**src/ble_sde_pkg.sv**
```systemverilog
// ble_sde_pkg: shared types for the service data extractor
// holds the input word and result word structs, no dependencies
package ble_sde_pkg;

  localparam int BYTE_W = 8;
  localparam int POS_W  = 10;
  localparam int UUID_W = 16;

  typedef struct packed {
    logic [BYTE_W-1:0] data_byte;
    logic              first_byte;
    logic [POS_W-1:0]  record_size;
  } item_t;

  typedef struct packed {
    logic              entry_found;
    logic [UUID_W-1:0] service_uuid;
    logic [POS_W-1:0]  payload_offset;
    logic [BYTE_W-1:0] payload_length;
    logic              done_res;
  } result_t;

  typedef struct packed {
    logic step;
    logic res_valid;
  } ctrl_t;

endpackage

```
**src/ble_sde_in_reg.sv**
```systemverilog
// ble_sde_in_reg: input register stage of the extractor
// depends on ble_sde_pkg for item_t
module ble_sde_in_reg (
  input  logic                clk,
  input  logic                rst_n,
  input  logic                in_valid,
  output logic                in_ready,
  input  ble_sde_pkg::item_t  in_item,
  input  logic                step,
  output logic                s1_valid,
  output ble_sde_pkg::item_t  s1_item
);
  import ble_sde_pkg::*;

  logic  valid_r;
  logic  valid_nxt;
  item_t item_r;

  assign in_ready = !valid_r || step;

  always_comb begin
    valid_nxt = valid_r;
    if (in_valid && in_ready) begin
      valid_nxt = 1'b1;
    end else if (step) begin
      valid_nxt = 1'b0;
    end
  end

  always_ff @(posedge clk) begin
    if (!rst_n) begin
      valid_r <= 1'b0;
    end else begin
      valid_r <= valid_nxt;
    end
  end

  always_ff @(posedge clk) begin
    if (in_valid && in_ready) begin
      item_r <= in_item;
    end
  end

  assign s1_valid = valid_r;
  assign s1_item  = item_r;

endmodule

```
**src/ble_sde_parser.sv**
```systemverilog
// ble_sde_parser: length-type-value walker state and per-byte step logic
// depends on ble_sde_pkg for item_t and result_t
module ble_sde_parser (
  input  logic                      clk,
  input  logic                      rst_n,
  input  logic                      step,
  input  ble_sde_pkg::item_t        item,
  input  logic [7:0]                svc_type,
  output logic                      res_valid,
  output ble_sde_pkg::result_t      res
);
  import ble_sde_pkg::*;

  localparam logic [2:0] PH_LENGTH  = 3'd0;
  localparam logic [2:0] PH_TYPE    = 3'd1;
  localparam logic [2:0] PH_UUID_LO = 3'd2;
  localparam logic [2:0] PH_UUID_HI = 3'd3;
  localparam logic [2:0] PH_SKIP    = 3'd4;

  logic [POS_W-1:0]  pos_r, pos_nxt;
  logic [POS_W-1:0]  size_r, size_nxt;
  logic [2:0]        phase_r, phase_nxt;
  logic [BYTE_W-1:0] len_r, len_nxt;
  logic [BYTE_W-1:0] left_r, left_nxt;
  logic [BYTE_W-1:0] lo_r, lo_nxt;
  logic              halt_r, halt_nxt;

  logic [POS_W-1:0]  pos_c, size_c, remaining, pos_inc;
  logic [BYTE_W-1:0] len_c, left_c, left_dec, lo_c, b;
  logic [2:0]        phase_c;
  logic              halt_c;

  always_comb begin
    b       = item.data_byte;
    size_c  = item.first_byte ? item.record_size : size_r;
    pos_c   = item.first_byte ? '0 : pos_r;
    phase_c = item.first_byte ? PH_LENGTH : phase_r;
    len_c   = item.first_byte ? '0 : len_r;
    left_c  = item.first_byte ? '0 : left_r;
    lo_c    = item.first_byte ? '0 : lo_r;
    halt_c  = item.first_byte ? (item.record_size == '0) : halt_r;

    remaining = size_c - pos_c;
    pos_inc   = pos_c + 1'b1;
    left_dec  = (left_c != '0) ? left_c - 1'b1 : left_c;

    size_nxt  = size_c;
    pos_nxt   = pos_c;
    phase_nxt = phase_c;
    len_nxt   = len_c;
    left_nxt  = left_c;
    lo_nxt    = lo_c;
    halt_nxt  = halt_c;
    res_valid = 1'b0;
    res       = '0;

    if (item.first_byte && item.record_size == '0) begin
      res_valid    = 1'b1;
      res.done_res = 1'b1;
    end else if (!halt_c) begin
      if (phase_c == PH_LENGTH) begin
        if (b == '0 || {{(POS_W-BYTE_W){1'b0}}, b} >= remaining) begin
          halt_nxt     = 1'b1;
          res_valid    = 1'b1;
          res.done_res = 1'b1;
        end else begin
          len_nxt   = b;
          left_nxt  = b;
          phase_nxt = PH_TYPE;
          pos_nxt   = pos_inc;
        end
      end else begin
        case (phase_c)
          PH_TYPE: begin
            phase_nxt = (b == svc_type && len_c >= 8'd3) ? PH_UUID_LO : PH_SKIP;
          end
          PH_UUID_LO: begin
            lo_nxt    = b;
            phase_nxt = PH_UUID_HI;
          end
          PH_UUID_HI: begin
            res.entry_found    = 1'b1;
            res.service_uuid   = {b, lo_c};
            res.payload_offset = pos_inc;
            res.payload_length = len_c - 8'd3;
            phase_nxt          = PH_SKIP;
          end
          default: begin
            phase_nxt = PH_SKIP;
          end
        endcase
        left_nxt = left_dec;
        pos_nxt  = pos_inc;
        if (left_dec == '0) begin
          phase_nxt = PH_LENGTH;
          if (pos_inc >= size_c) begin
            halt_nxt     = 1'b1;
            res.done_res = 1'b1;
          end
        end
        res_valid = res.entry_found || res.done_res;
      end
    end
  end

  always_ff @(posedge clk) begin
    if (!rst_n) begin
      pos_r   <= '0;
      size_r  <= '0;
      phase_r <= PH_LENGTH;
      len_r   <= '0;
      left_r  <= '0;
      lo_r    <= '0;
      halt_r  <= 1'b1;
    end else if (step) begin
      pos_r   <= pos_nxt;
      size_r  <= size_nxt;
      phase_r <= phase_nxt;
      len_r   <= len_nxt;
      left_r  <= left_nxt;
      lo_r    <= lo_nxt;
      halt_r  <= halt_nxt;
    end
  end

endmodule

```
**src/ble_sde_out_reg.sv**
```systemverilog
// ble_sde_out_reg: result register toward the output channel
// depends on ble_sde_pkg for result_t and ctrl_t
module ble_sde_out_reg (
  input  logic                  clk,
  input  logic                  rst_n,
  input  ble_sde_pkg::ctrl_t    ctrl,
  input  ble_sde_pkg::result_t  res,
  input  logic                  out_ready,
  output logic                  out_valid,
  output ble_sde_pkg::result_t  out_res
);
  import ble_sde_pkg::*;

  logic    valid_r;
  logic    valid_nxt;
  result_t res_r;
  logic    load;

  assign load = ctrl.step && ctrl.res_valid;

  always_comb begin
    valid_nxt = valid_r;
    if (load) begin
      valid_nxt = 1'b1;
    end else if (out_ready) begin
      valid_nxt = 1'b0;
    end
  end

  always_ff @(posedge clk) begin
    if (!rst_n) begin
      valid_r <= 1'b0;
    end else begin
      valid_r <= valid_nxt;
    end
  end

  always_ff @(posedge clk) begin
    if (load) begin
      res_r <= res;
    end
  end

  assign out_valid = valid_r;
  assign out_res   = res_r;

endmodule

```
**src/ble_service_data_extractor.sv**
```systemverilog
// ble_service_data_extractor: top level of the service data extractor
// depends on ble_sde_pkg, ble_sde_in_reg, ble_sde_parser, ble_sde_out_reg
//
// Input channel in_*: one record byte per word; in_first_byte marks the
// first byte of a record and carries in_record_size. Output channel out_*:
// zero or one result word per input word, giving a service data entry
// (UUID, payload offset, payload length) and/or the done flag that ends
// the record. Bytes after done are dropped until the next first byte.
// cfg_wr_en/cfg_wr_data write the service data type code (reset 0x16).
// Throughput: one word per cycle, sustained, with both sides ready.
// The input register holds the accepted byte, then the parser step loads
// the result register once the result register is empty or being read.
// The parser step is a single compare-and-count pass per byte.
// Reset (rst_n low, synchronous) empties both registers and leaves the
// parser halted until a first byte arrives.
// When the receiver stalls, the result word holds; at most one more input word is
// taken into the input register and then in_ready drops until the result
// register frees.
module ble_service_data_extractor (
  input  logic        clk,
  input  logic        rst_n,
  input  logic        in_valid,
  output logic        in_ready,
  input  logic [7:0]  in_data_byte,
  input  logic        in_first_byte,
  input  logic [9:0]  in_record_size,
  output logic        out_valid,
  input  logic        out_ready,
  output logic        out_entry_found,
  output logic [15:0] out_service_uuid,
  output logic [9:0]  out_payload_offset,
  output logic [7:0]  out_payload_length,
  output logic        out_done_res,
  input  logic        cfg_wr_en,
  input  logic [7:0]  cfg_wr_data
);
  import ble_sde_pkg::*;

  logic [7:0] svc_type_r;
  item_t      in_item;
  item_t      s1_item;
  logic       s1_valid;
  logic       step;
  logic       res_valid;
  result_t    res;
  result_t    out_res;
  ctrl_t      ctrl;

  always_ff @(posedge clk) begin
    if (!rst_n) begin
      svc_type_r <= 8'h16;
    end else if (cfg_wr_en) begin
      svc_type_r <= cfg_wr_data;
    end
  end

  assign in_item.data_byte   = in_data_byte;
  assign in_item.first_byte  = in_first_byte;
  assign in_item.record_size = in_record_size;

  assign step = s1_valid && (!out_valid || out_ready);

  ble_sde_in_reg u_in_reg (
    .clk      (clk),
    .rst_n    (rst_n),
    .in_valid (in_valid),
    .in_ready (in_ready),
    .in_item  (in_item),
    .step     (step),
    .s1_valid (s1_valid),
    .s1_item  (s1_item)
  );

  ble_sde_parser u_parser (
    .clk       (clk),
    .rst_n     (rst_n),
    .step      (step),
    .item      (s1_item),
    .svc_type  (svc_type_r),
    .res_valid (res_valid),
    .res       (res)
  );

  assign ctrl.step      = step;
  assign ctrl.res_valid = res_valid;

  ble_sde_out_reg u_out_reg (
    .clk       (clk),
    .rst_n     (rst_n),
    .ctrl      (ctrl),
    .res       (res),
    .out_ready (out_ready),
    .out_valid (out_valid),
    .out_res   (out_res)
  );

  assign out_entry_found    = out_res.entry_found;
  assign out_service_uuid   = out_res.service_uuid;
  assign out_payload_offset = out_res.payload_offset;
  assign out_payload_length = out_res.payload_length;
  assign out_done_res       = out_res.done_res;

endmodule

```
**config.mk**
```make
export PLATFORM = sky130hd
export DESIGN_NAME = ble_service_data_extractor
export DESIGN_NICKNAME = d
export VERILOG_FILES = /design/src/ble_sde_pkg.sv /design/src/ble_sde_in_reg.sv /design/src/ble_sde_parser.sv /design/src/ble_sde_out_reg.sv /design/src/ble_service_data_extractor.sv
export SDC_FILE = /design/constraint.sdc
export NUM_CORES = 1
export LEC_CHECK = 0
export BUFFER_PORTS_ARGS = -buffer_cell sky130_fd_sc_hd__buf_2
export CAP_MARGIN = 5
export CORE_ASPECT_RATIO = 1.25
export CORE_MARGIN = 2
export CORE_UTILIZATION = 30
export DETAILED_ROUTE_END_ITERATION = 10
export PLACE_DENSITY = 0.5
export SETUP_SLACK_MARGIN = 0.3
export SYNTH_ARGS = -nofsm -noshare
export SYNTH_HDL_FRONTEND = slang
export SYNTH_SLANG_ARGS = --single-unit
```
**constraint.sdc**
```tcl
create_clock -name clk -period 18.8 [get_ports clk]
set_input_delay 1.88 -clock clk [delete_from_list [all_inputs] [get_ports clk]]
set_output_delay 1.88 -clock clk [all_outputs]
set_load 0.01 [all_outputs]
```
# Word level (Yosys, flattened, before mapping)
# Index checks and enable logic that the tools add are counted.
# word_totals
wordCells	101
output_inout_bits	38
ff_bits	113
# op_classes
n_mux	53
addsub	4
n_reduce_logical	19
n_lt_le_gt_ge	3
n_eq_ne	4
# ops
operator	count
2-to-1 mux 35 bit	4
2-to-1 mux 8 bit	16
2-to-1 mux 10 bit	6
2-to-1 mux 3 bit	7
2-to-1 mux 1 bit	19
logical NOT 8 bit	2
adder 10 x 1 -> 10 bit, second input constant	1
>= comparator 10 bit	1
>= comparator 8 x 10 -> 1 bit	1
logical NOT 10 bit	1
subtractor 10 bit	1
equality test 8 bit	1
>= comparator 8 x 2 -> 1 bit, second input constant	1
nonzero test 8 bit	1
subtractor 8 x 1 -> 8 bit, second input constant	1
subtractor 8 x 2 -> 8 bit, second input constant	1
equality test 3 x 2 -> 1 bit, second input constant	2
case mux 3 bit (2 select lines)	1
logical AND 1 bit	5
logical OR 1 bit	4
nonzero test 2 bit	2
equality test 3 x 1 -> 1 bit, second input constant	1
logical NOT 3 bit	1
OR reduction 3 bit	1
logical NOT 1 bit	2

# Logic depth before layout (Yosys ltp)
# Gate-level depths: netlist (run 1).
# logic_depth
ltp_word	14
mapped_depth	23
ltp_nobuf	18

# By module
# A second synthesis (run 1) with hierarchy kept.
# hier_totals
cells_unflattened	618
hier_area_um2	6175.9
# by_module_without_submodules
module	cells_per_inst	area_per_inst_um2	n_inst	seq_area_each_um2
ble_sde_parser	527	4121.5	1	960.9
ble_sde_out_reg	40	1121.1	1	1101.1
ble_sde_in_reg	24	628.1	1	590.6
ble_service_data_extractor	27	305.3	1	160.2

# Worst setup path before layout (run 1)
# OpenSTA, ideal clock, no wires.
# synth_path
kind	flip-flop to flip-flop
startpoint	register u_in_reg.item_r (netlist bit u_in_reg.s1_item[10])
endpoint	register u_out_reg.res_r (netlist bit u_out_reg.out_res[0]) (enable)
required_ps	18359
setup_slack_ps	12570
setup_time_ps	441
n_path_buf	4
arrival_time_ps	5789
period_less_slack_ps	6230
stages_incl_launch_ff	21
cell_sequence	edfxtp_1 -> buf_6 -> buf_2 -> buf_1 -> buf_1 -> nor2b_1 -> ha_1 -> fa_1 -> maj3_2 -> a21oi_1 -> o21a_1 -> nor2_1 -> xor2_1 -> ha_1 -> o21ai_0 -> nand2b_1 -> nand2_1 -> a22o_4 -> nor2_1 -> a31oi_1 -> a21oi_1
# synth_via
elab_chain_cells	13
word_cells_on_any_way	32
classes_between	add/sub: 3; order compare: 2; eq/ne: 1; mux: 19; reduce/logical: 7
# synth_lines
item	line	text
from (decl)	ble_sde_in_reg.sv:17	item_t item_r;
from (signal assigned)	ble_sde_in_reg.sv:40	item_r <= in_item;
2-to-1 mux 10 bit / 2-to-1 mux 8 bit (equally long branches)	ble_sde_parser.sv:36, ble_sde_parser.sv:39	
adder 10 x 1 -> 10 bit, or another cell as far along	ble_sde_parser.sv:44	pos_inc = pos_c + 1'b1;
>= comparator 10 bit / 2-to-1 mux 8 bit (equally long branches)	ble_sde_parser.sv:96, ble_sde_parser.sv:45	
2-to-1 mux 1 bit / logical NOT 8 bit (equally long branches)	ble_sde_parser.sv:96, ble_sde_parser.sv:94	
2-to-1 mux 1 bit	ble_sde_parser.sv:94	if (left_dec == '0) begin
2-to-1 mux 1 bit	ble_sde_parser.sv:61	if (phase_c == PH_LENGTH) begin
2-to-1 mux 1 bit	ble_sde_parser.sv:60	end else if (!halt_c) begin
2-to-1 mux 1 bit	ble_sde_parser.sv:57	if (item.first_byte && item.record_size == '0) begin
logical OR 1 bit	ble_sde_parser.sv:101	res_valid = res.entry_found || res.done_res;
2-to-1 mux 1 bit	ble_sde_parser.sv:61	
2-to-1 mux 1 bit	ble_sde_parser.sv:60	
2-to-1 mux 1 bit *	ble_sde_parser.sv:57	
logical AND 1 bit *	ble_sde_out_reg.sv:19	assign load = ctrl.step && ctrl.res_valid;
net u_out_reg.load	ble_sde_out_reg.sv:17	logic load;
to (signal assigned)	ble_sde_out_reg.sv:40	res_r <= res;
to (decl)	ble_sde_out_reg.sv:16	result_t res_r;
# The timed path passes the listed nets; every way through them passes the cells marked *. The select of a mux whose other input is x is not followed.
# A chain may end at the register's enable or synchronous reset.

# Final worst setup path (run 1)
# layout_path
startpoint	register u_in_reg.item_r (netlist bit u_in_reg.s1_item[10])
endpoint	register u_out_reg.res_r (netlist bit u_out_reg.out_res[3]) (enable)
# Same word-level chain as after synthesis.

==> flow_summary.ini, run 1 <==
[global_routing]
grt_util_met2 = 0.282
met3_usage = 0.0275
antenna_found_initial = 0
track_usage = 0.158
grt_pass1_wl_um = 27100
grt_max_degree = 57
grt-busiest-layer = met2
overflow = 0
grt_pass1_vias = 4823
met1_usage = 0.194

[cts]
cts.sink_count = 113
clk_pin_slew_worst_paths_ns = 0.05
clock_latency_ns = 0.41
post_cts_buffers = 0
cts_made_buffers = 17
clockBufferDepth = 2
cts_root_buffer = clkbuf_16
htree_levels = 4
cts_tree = done
cts_resized = 0
cts_hold_buffers = 0

[sta]
hold_viol_final = 0
setup_viol = 0
maxSlewViolCount = 0
maxSlewHeadroom = 0.241
fin_skew_ns = 0.00789
setup-tns-final_ns = 0
post-route-period-util = 0.282
rsz0062_at_grt = false
worstMarginPinSlew_ns = 1.14
fmax_mhz = 189
min_period_ns = 5.30

[floorplanning]
dieWidth_um = 134
fp-row-count = 59
design.core.area_mm2 = 0.0207
io-pin-count = 70
die-height_um = 166
start_util = 0.304
die_area_mm2 = 0.0222

[detailed_routing]
drt_first_pass_iters = 5
first_iter_violations = 292
wl_per_cell_um = 17.8
drc = 0
num_vias = 4975
vias_per_cell = 5.10
ant_nets = 0
drt_wl_total_um = 17400

[power_and_ir_drop]
power_density_mw_per_mm2 = 93.8
p_total_mw = 0.699
p_seq_frac = 0.396
p_int_mw = 0.513
pwr-share-comb = 0.138
p_sw_mw = 0.186
p_leak_nw = 3.16
sw_frac_of_total = 0.267
irDropWorstVdd_uv = 66.8
power.share.clock = 0.467

[setup_path]
cp_cell_sequence = buf_4 > nor2b_1 > ha_1 > fa_1 > maj3_2 > a21oi_1 > o21a_1 > nor2_1 > xor2_1 > ha_1 > o21ai_0 > nand2b_1 > nand2_1 > a22o_4 > nor2_1 > a31oi_1 > a21oi_4
slowest_stage = a21oi_4
critical_path_class = flip-flop to flip-flop
cp.required_ns = 18.83
crit_path_start_kind = flip-flop
worstPathArrival_ns = 5.32
critPathMaxFanout = 56
slowest_delay_ns = 0.93
end_kind = flip-flop

[yosys]
synth_cell_type_count = 75
syn_nets = 694
ys_ff_latch = 113
synthSimpleGateAreaFrac = 0.184
synth_ff_type = dfxtp_1
yosys-mux-area-fraction = 0.0288
synth-edff-count = 55
ys_warn_count = 0
synth.area.top_cells = edfxtp_1, dfxtp_1, ha_1
yosys.area.top_type = edfxtp_1
synth_xor_area_frac = 0.0473
yosysTopAreaCellShare = 0.262
ys_async_sr_fraction = 0
syn_inst = 632
synth_top_family_by_area = compound AO/OA/AOI/OAI gates
synth_compound_area_frac = 0.190
synthAdderAreaFrac = 0.0642
avgSynthCellArea_um2 = 9.96
synthesis.area_mm2 = 0.00630
seq_area_frac_synth = 0.447

[run]
max_cap_viol_count = 0

[finish]
fillCellCount = 2094
syn_to_final_growth_pct = 18.4
multi_input_area_mm2 = 0.00325
layout-drive-gt1-share = 0.172
nets = 751
diodes = 0
regArea_mm2 = 0.00281

[run_status]
status = complete, no violations

[placed_design]
gp_congestion = 0.916
portBuffers = 69
dp_hpwl_um = 12600

[worst_hold_path]
min_path_type = flip-flop to flip-flop
-- layout by cell type (no fill, tap or decap), types with 13 or more instances in the layout --
master	Yosys	layout
nor2_1	36	36
inv_1	25	25
ha_1	29	29
a22o_1	15	15
o21ai_0	21	21
a21oi_1	29	28
nand3_1	19	19
edfxtp_1	55	55
nor2b_1	25	25
clkbuf_16	0	17
and2_1	27	27
nand2_1	49	49
dfxtp_1	58	58
xnor2_1	21	21
mux2i_1	17	17
nor3_1	17	17
xor2_1	13	13
buf_2	3	69
-- final cells by class --
| class | count | share of cell area |
|---|---|---|
| multi-input cells | 460 | 0.436 |
| flip-flops and latches | 113 | 0.377 |
| clock buffers | 18 | 0.0576 |
| repair buffers | 71 | 0.0483 |
| well taps | 274 | 0.0460 |
| clock inverters | 14 | 0.0218 |
| inverters | 26 | 0.0131 |
-- cells in the mapped netlist, types with 3 or more instances --
| cell | number |
|---|---|
| a21oi_1 | 29 |
| o211ai_1 | 8 |
| nand4_1 | 5 |
| nor2_1 | 36 |
| o21ai_0 | 21 |
| nand3_1 | 19 |
| a22o_1 | 15 |
| and2_1 | 27 |
| a22oi_1 | 9 |
| inv_1 | 25 |
| edfxtp_1 | 55 |
| nand2b_1 | 7 |
| a31oi_1 | 7 |
| a221o_1 | 3 |
| and3_1 | 6 |
| nor2b_1 | 25 |
| or2_2 | 4 |
| o211a_1 | 11 |
| o21a_1 | 8 |
| a21boi_0 | 4 |
| mux2i_1 | 17 |
| xnor2_1 | 21 |
| nor3_1 | 17 |
| buf_1 | 5 |
| nor4_1 | 10 |
| buf_6 | 3 |
| a21o_1 | 7 |
| ha_1 | 29 |
| dfxtp_1 | 58 |
| clkbuf_1 | 22 |
| buf_2 | 3 |
| nand2_1 | 49 |
| xor2_1 | 13 |
-- sequential cells by signal, summed over array words and instances (netlist names) --
| signal | cells |
|---|---|
| u_out_reg.out_valid | 1 |
| u_in_reg.s1_item | 19 |
| u_parser.halt_r | 1 |
| u_in_reg.s1_valid | 1 |
| u_parser.phase_r | 3 |
| u_parser.pos_r | 10 |
| svc_type_r | 8 |
| u_out_reg.out_res | 36 |
| u_parser.len_r | 8 |
| u_parser.size_r | 10 |
| u_parser.left_r | 8 |
| u_parser.lo_r | 8 |
-- stage by stage --
| stage | utilization | instances | hold slack [ns] | setup WS, ns | area, µm² |
|---|---|---|---|---|---|
| floorplan | - | 632 | 0.447 | 12.57 | 6300 |
| global placement | 0.331 | 944 | 0.471 | 13.60 | 6860 |
| detailed placement | 0.331 | 944 | 0.474 | 13.52 | 6860 |
| CTS | 0.359 | 976 | 0.491 | 13.48 | 7450 |
| global route | 0.359 | 976 | 0.515 | 13.05 | 7450 |
| finish | 0.359 | 976 | 0.495 | 13.51 | 7450 |
-- kinds of logic (layout without fill, tap and decap cells) --
kind of cell | count (synthesis) | count (layout)
adder cells (fa/ha/maj) | 32 | 32
buffers and inverters | 59 | 129
multiplexers | 18 | 18
AND/OR/NAND/NOR | 218 | 218
XOR/XNOR | 34 | 34
flip-flops | 113 | 113
AO/OA/AOI/OAI | 158 | 158
-- worst max-delay path, delay by kind of cell (launching register included) --
kind                     cells  cell delay (ns)
XOR/XNOR                     1             0.15
buffers and inverters        1             0.52
adder cells (fa/ha/maj)      4             1.36
flip-flops                   1             0.32
AO/OA/AOI/OAI                6             1.90
AND/OR/NAND/NOR              5             0.62
-- power groups by stage --
stage	clock, mW	sequential [mW]	combinational (mW)
final	0.326	0.277	0.0963
after global routing	0.342	0.277	0.107
after CTS	0.331	0.277	0.0967
after detailed placement	0	0.282	0.0960
after global placement	0	0.281	0.0953
after floorplan	0	0.277	0.0745
-- routing by layer --
layer | vias to the layer above | routed length [µm]
met4 | 0 | 267
met5 | - | 0
met2 | 111 | 9110
li1 | 2437 | -
met1 | 2402 | 7360
met3 | 25 | 679
-- path summary, 6_finish.rpt --
kind                               end  cells after the start                 start  slack, ns
setup / recovery  u_out_reg.out_res[3]                     17  u_in_reg.s1_item[10]      13.51
hold / removal      u_parser.size_r[0]                      1    u_parser.size_r[0]       0.50
setup reg to reg  u_out_reg.out_res[3]                     17  u_in_reg.s1_item[10]      13.51
hold reg to reg     u_parser.size_r[0]                      1    u_parser.size_r[0]       0.50
(Power assumes the default switching activity.)
==> inputs of run 2 (changes only) <==
--- a/config.mk
+++ b/config.mk
@@ -5,6 +5,7 @@
 export SDC_FILE = /design/constraint.sdc
 export NUM_CORES = 1
 export LEC_CHECK = 0
+export ABC_AREA = 1
 export BUFFER_PORTS_ARGS = -buffer_cell sky130_fd_sc_hd__buf_2
 export CAP_MARGIN = 5
 export CORE_ASPECT_RATIO = 1.25
==> constraint.sdc (replaced) <==
create_clock -name clk -period 5.25 [get_ports clk]
set_input_delay 0.525 -clock clk [delete_from_list [all_inputs] [get_ports clk]]
set_output_delay 0.525 -clock clk [all_outputs]
set_load 0.01 [all_outputs]
==> run 2 against run 1 <==
Core utilization grew 0.60 points. Maximum frequency up 18%. Sequential share of layout area is 0.88 points lower. Final cell count rose by 21%. Global-route usage up 0.58 points. Register-to-register slack lost 13 ns. Flip-flop and latch count stayed put. Hold slack worse by 0.22 ns. Critical path type unchanged.
==> flow_summary.ini, run 2 <==
[run_status]
status = complete, no violations

[run]
max_cap_viol_count = 0

[yosys]
syn_inst = 829
synth_ff_type = dfxtp_1
synth_commonest_cells = nand2_1, inv_1, a21oi_1, nor2_1, dfxtp_1
ys_warn_count = 0
ys_ff_latch = 113
seq_area_frac_synth = 0.438
synth_cell_type_count = 49
synthMostInstantiatedCell = nand2_1
ys_async_sr_fraction = 0
synthesis.area_mm2 = 0.00642
synth.area.top_cells = edfxtp_1, dfxtp_1, nand2_1
avgSynthCellArea_um2 = 7.74
yosysTopAreaCellShare = 0.257
syn_nets = 891
synth-edff-count = 55
yosys.area.top_type = edfxtp_1

[cts]
clk_pin_slew_worst_paths_ns = 0.06
post_cts_buffers = 0
htree_levels = 4
cts_root_buffer = clkbuf_16
cts_made_buffers = 17
cts.sink_count = 113
cts_tree = done
clock_latency_ns = 0.42
clockBufferDepth = 2

[finish]
syn_to_final_growth_pct = 18.9
final_common_cell = nand2_1
regArea_mm2 = 0.00281
final_cell_mix = nand2_1, inv_1, a21oi_1
layout-drive-gt1-share = 0.162
fillCellCount = 2208
multi_input_area_mm2 = 0.00304
post-route-util = 0.365
diodes = 0
largest_reg_flops = 36
nets = 957

[setup_path]
slowest_stage = or2_2
slowest_delay_ns = 0.41
cpLargestDelayFamily = simple AND/OR/NAND/NOR gates
reg2reg_slack_ns = 0.76
critical_path_class = flip-flop to flip-flop
critPathMaxFanout = 26
cp_common_cell = nand2_1
end_kind = flip-flop
cp.required_ns = 5.34
worstPathArrival_ns = 4.58
cp_cell_sequence = clkinv_2 > or2_2 > o21ai_0 > inv_1 > ha_1 > nand3_1 > nor2_1 > a21o_1 > a31oi_1 > xor2_1 > ha_1 > nand2_1 > inv_1 > nand2_1 > nand2_1 > nand4_4 > nand2_4 > inv_1 > nand2_1 > nand3_1 > nand2_1 > nand2_1 > inv_1 > buf_4
cp_num_buf_inv = 6
crit_path_start_kind = flip-flop

[floorplanning]
dieWidth_um = 135
die-height_um = 168
fp-row-count = 59
io-pin-count = 70
start_util = 0.307
die_area_mm2 = 0.0226
design.core.area_mm2 = 0.0209

[detailed_routing]
ant_nets = 0
vias_per_cell = 4.70
num_vias = 5555
drc = 0
drt_wl_total_um = 17800
first_iter_violations = 319
drt_first_pass_iters = 5
wl_per_cell_um = 15.1

[power_and_ir_drop]
p_sw_mw = 0.744
power.share.clock = 0.461
power_density_mw_per_mm2 = 340
p_total_mw = 2.59
p_seq_frac = 0.382
pwr-share-comb = 0.156
irDropWorstVdd_uv = 195
p_leak_nw = 3.35
p_int_mw = 1.85
sw_frac_of_total = 0.287

[sta]
post-route-period-util = 0.856
setup_viol = 0
maxSlewHeadroom = 0.415
worstMarginPinSlew_ns = 0.877
setup-tns-final_ns = 0
rsz0062_at_grt = false
min_period_ns = 4.49
fmax_mhz = 223
hold_viol_final = 0
maxSlewViolCount = 0
fin_skew_ns = 0.00801

[placed_design]
portBuffers = 69
gp_congestion = 0.844
dp_hpwl_um = 12700

[global_routing]
track_usage = 0.164
antenna_found_initial = 0
grt_pass1_vias = 5407
grt_pass1_wl_um = 28300
overflow = 0
grt_max_degree = 42

[worst_hold_path]
min_path_type = input pin to flip-flop
run 2: cell types whose count changed after synthesis, moves of 27 or more:
cell | previous run | this run
o21ai_0 | 21 | 52
inv_1 | 25 | 103
nand2_1 | 49 | 203
a21oi_1 | 29 | 83
and2_1 | 27 | 0
nor2_1 | 36 | 64
run 2: cell families (layout without fill, tap and decap cells):
group,Yosys count,in the layout,share of synthesized area
flops,113,113,0.438
fa+ha+maj,30,30,0.0597
compound gates,166,166,0.142
xor+xnor,18,18,0.0246
simple gates,360,360,0.247
buf+inv,142,221,0.0889
run 2: power groups by stage:
stage / Combinational, mW / Clock [mW] / Sequential (mW)
after floorplan: 0.295 / 0 / 1.01
after global placement: 0.406 / 0 / 1.01
after detailed placement: 0.405 / 0 / 1.01
after CTS: 0.408 / 1.22 / 0.992
after global routing: 0.462 / 1.26 / 0.997
final: 0.405 / 1.20 / 0.992
run 2: per-layer routing:
metal | track usage | wire length [µm]
met1 | 0.187 | 7440
met2 | 0.297 | 9360
met3 | 0.0330 | 636
met4 | 0.0645 | 378
met5 | 0 | 0
run 2: final cells by class:
type / count / share of cell area
inverters: 111 / 0.0548
multi-input cells: 574 / 0.398
clock inverters: 15 / 0.0234
repair buffers: 78 / 0.0541
clock buffers: 17 / 0.0557
flip-flops and latches: 113 / 0.369
well taps: 274 / 0.0449
run 2: worst paths after layout:
path | depth (start not counted) | from | end
setup / recovery | 24 | u_in_reg.s1_item[10] | u_out_reg.out_res[33]
hold / removal | 1 | in_record_size[6] | u_in_reg.s1_item[6]
hold reg to reg | 2 | u_parser.size_r[0] | u_parser.size_r[0]
setup reg to reg | 24 | u_in_reg.s1_item[10] | u_out_reg.out_res[33]
run 2: stage by stage:
stage | instances | hold slack [ns] | area, µm² | setup WS, ns
final | 1182 | 0.275 | 7630 | 0.757
after CTS | 1182 | 0.257 | 7620 | 0.612
after global routing | 1182 | 0.249 | 7630 | 0.341
after floorplan | 829 | 0.430 | 6420 | 0.460
after detailed placement | 1150 | 0.450 | 7020 | 0.648
after global placement | 1150 | 0.450 | 7020 | 0.665
run 2: repair_timing:
item / CTS / global route
hold buffers: 0 / 0
setup endpoints to repair: 0 / 36
gates resized for setup: 0 / 3
==> inputs of run 3 (changes only) <==
--- a/config.mk
+++ b/config.mk
@@ -10,9 +10,9 @@
 export CAP_MARGIN = 5
 export CORE_ASPECT_RATIO = 1.25
 export CORE_MARGIN = 2
-export CORE_UTILIZATION = 30
+export CORE_UTILIZATION = 49
 export DETAILED_ROUTE_END_ITERATION = 10
-export PLACE_DENSITY = 0.5
+export PLACE_DENSITY = 0.73
 export SETUP_SLACK_MARGIN = 0.3
 export SYNTH_ARGS = -nofsm -noshare
 export SYNTH_HDL_FRONTEND = slang
==> run 3 against run 2 <==
Cell area decreased by 2.2%. Critical path depth decreased by 3. Global-route usage increased by 7.3 points. Die area decreased by 38%. Flip-flop and latch count unchanged. Core utilization increased by 22 points. Critical path type unchanged. Highest routed layer unchanged.
==> flow_summary.ini, run 3 (synthesized netlist as in run 2, its figures left out) <==
[placed_design]
portBuffers = 69
dp.cells = 1042
dp_hpwl_um = 11300
gp_congestion = 0.931

[run_status]
status = complete, no violations

[power_and_ir_drop]
power_density_mw_per_mm2 = 341
irDropWorstVdd_uv = 229
p_leak_nw = 3.34

[worst_hold_path]
min_path_type = input pin to flip-flop

[cts]
cts_tree = done
cts_root_buffer = clkbuf_16
clock_latency_ns = 0.42
cts_resized = 0
htree_levels = 4
clockBufferDepth = 2
clk_pin_slew_worst_paths_ns = 0.06
post_cts_buffers = 0
cts_made_buffers = 17
cts_hold_buffers = 0
cts.sink_count = 113

[setup_path]
critical_path_class = flip-flop to flip-flop
worstPathArrival_ns = 4.37
cpLargestDelayFamily = simple AND/OR/NAND/NOR gates
cp_cell_sequence = buf_4 > nor2_1 > ha_1 > inv_1 > nor3_1 > nand4_1 > nor3_1 > xor2_1 > inv_1 > ha_1 > nand2_1 > nor2_1 > o211ai_1 > o2111ai_1 > nand3_1 > nand3_1 > nand3_1 > nand2_1 > nand2_1 > inv_1 > buf_4
cp.required_ns = 5.35
cp_num_buf_inv = 5
cp-endpoint = u_out_reg.out_res[29]
critPathMaxFanout = 25
worst_r2r_endpoint = u_out_reg.out_res[29]
worst-path-stages = 21
r2r_start = u_in_reg.s1_item[10]
slowest_delay_ns = 0.39
slowest_stage = edfxtp_1
critPathLaunch = u_in_reg.s1_item[10]
crit_path_start_kind = flip-flop
end_kind = flip-flop
r2r_cells = 21
reg2reg_slack_ns = 0.98

[detailed_routing]
num_vias = 5664
vias_per_cell = 5.27
wl_per_cell_um = 15.0
drt_first_pass_iters = 6
ant_nets = 0
drt_wl_total_um = 16100
drc = 0
first_iter_violations = 324

[sta]
setup_viol = 0
hold_viol_final = 0
fin_skew_ns = 0.00964
worstMarginPinSlew_ns = 0.847
rsz0062_at_grt = false
fmax_mhz = 234
setup-tns-final_ns = 0
post-route-period-util = 0.814
maxSlewHeadroom = 0.434
maxSlewViolCount = 0
min_period_ns = 4.27

[floorplanning]
die_area_mm2 = 0.0140
design.core.area_mm2 = 0.0127
die-height_um = 132
io-pin-count = 70
fp-row-count = 46
dieWidth_um = 106
start_util = 0.504

[finish]
final_cells = 1074
final_cell_mix = nand2_1, inv_1, a21oi_1
syn_to_final_growth_pct = 16.4
final_common_cell = nand2_1
largest_reg_flops = 36
diodes = 0
fillCellCount = 1183
layout-drive-gt1-share = 0.159
nets = 955

[global_routing]
antenna_found_initial = 0
track_usage = 0.237
grt_pass1_vias = 5515
overflow = 0
grt_pass1_wl_um = 26000
grt_max_degree = 42

[run]
max_cap_viol_count = 0
-- run 3: cell types whose count changed in the layout (fill, tap and decap cells not counted), sizes merged --
cell,change
clkinvlp,+1
bufinv,-1
clkinv,-1
clkbuf,+1
buf,-2
-- run 3: power breakdown --
part           total [mW]  switching, mW  internal, mW  leakage [nW]
logic               0.397          0.265         0.132          2.09
clock network        1.15          0.438         0.715         0.284
registers           0.992         0.0263         0.965         0.960
-- run 3: metal layers --
| metal | up-vias | global-route usage | share of wire |
|---|---|---|---|
| met4 | 0 | 0.135 | 0.042 |
| met2 | 196 | 0.417 | 0.51 |
| li1 | 2871 | - | - |
| met1 | 2539 | 0.264 | 0.39 |
| met5 | - | 0 | 0 |
| met3 | 58 | 0.0484 | 0.061 |
-- run 3: worst min-delay path by stage --
stage	cells past startpoint	slack [ns]	startpoint	end
after floorplan	2	0.43	u_parser.size_r[0]	u_parser.size_r[0]
after global placement	2	0.45	u_parser.left_r[1]	u_parser.left_r[1]
after detailed placement	2	0.46	u_parser.size_r[0]	u_parser.size_r[0]
after CTS	1	0.26	in_record_size[5]	u_in_reg.s1_item[5]
after global routing	1	0.26	in_record_size[5]	u_in_reg.s1_item[5]
final	1	0.28	in_record_size[8]	u_in_reg.s1_item[8]
-- run 3: layout make-up --
class,count,area [µm²],share of cell area
clock buffer,18,439,0.0588
clock inverter,14,154,0.0206
inverter,111,417,0.0558
multi-input combinational,574,3040,0.407
sequential,113,2810,0.377
tap,168,210,0.0282
timing repair buffer,76,398,0.0533
-- run 3: through the flow --
step	cell area (µm²)	utilization	setup slack (ns)	hold WS, ns	total power, mW
after global routing	7470	0.587	0.452	0.261	2.65
after detailed placement	6870	0.540	1.05	0.456	1.40
after floorplan	6420	-	0.460	0.430	1.30
after global placement	6870	0.540	1.17	0.452	1.40
after CTS	7470	0.587	1.02	0.265	2.55
final	7470	0.587	0.979	0.276	2.54
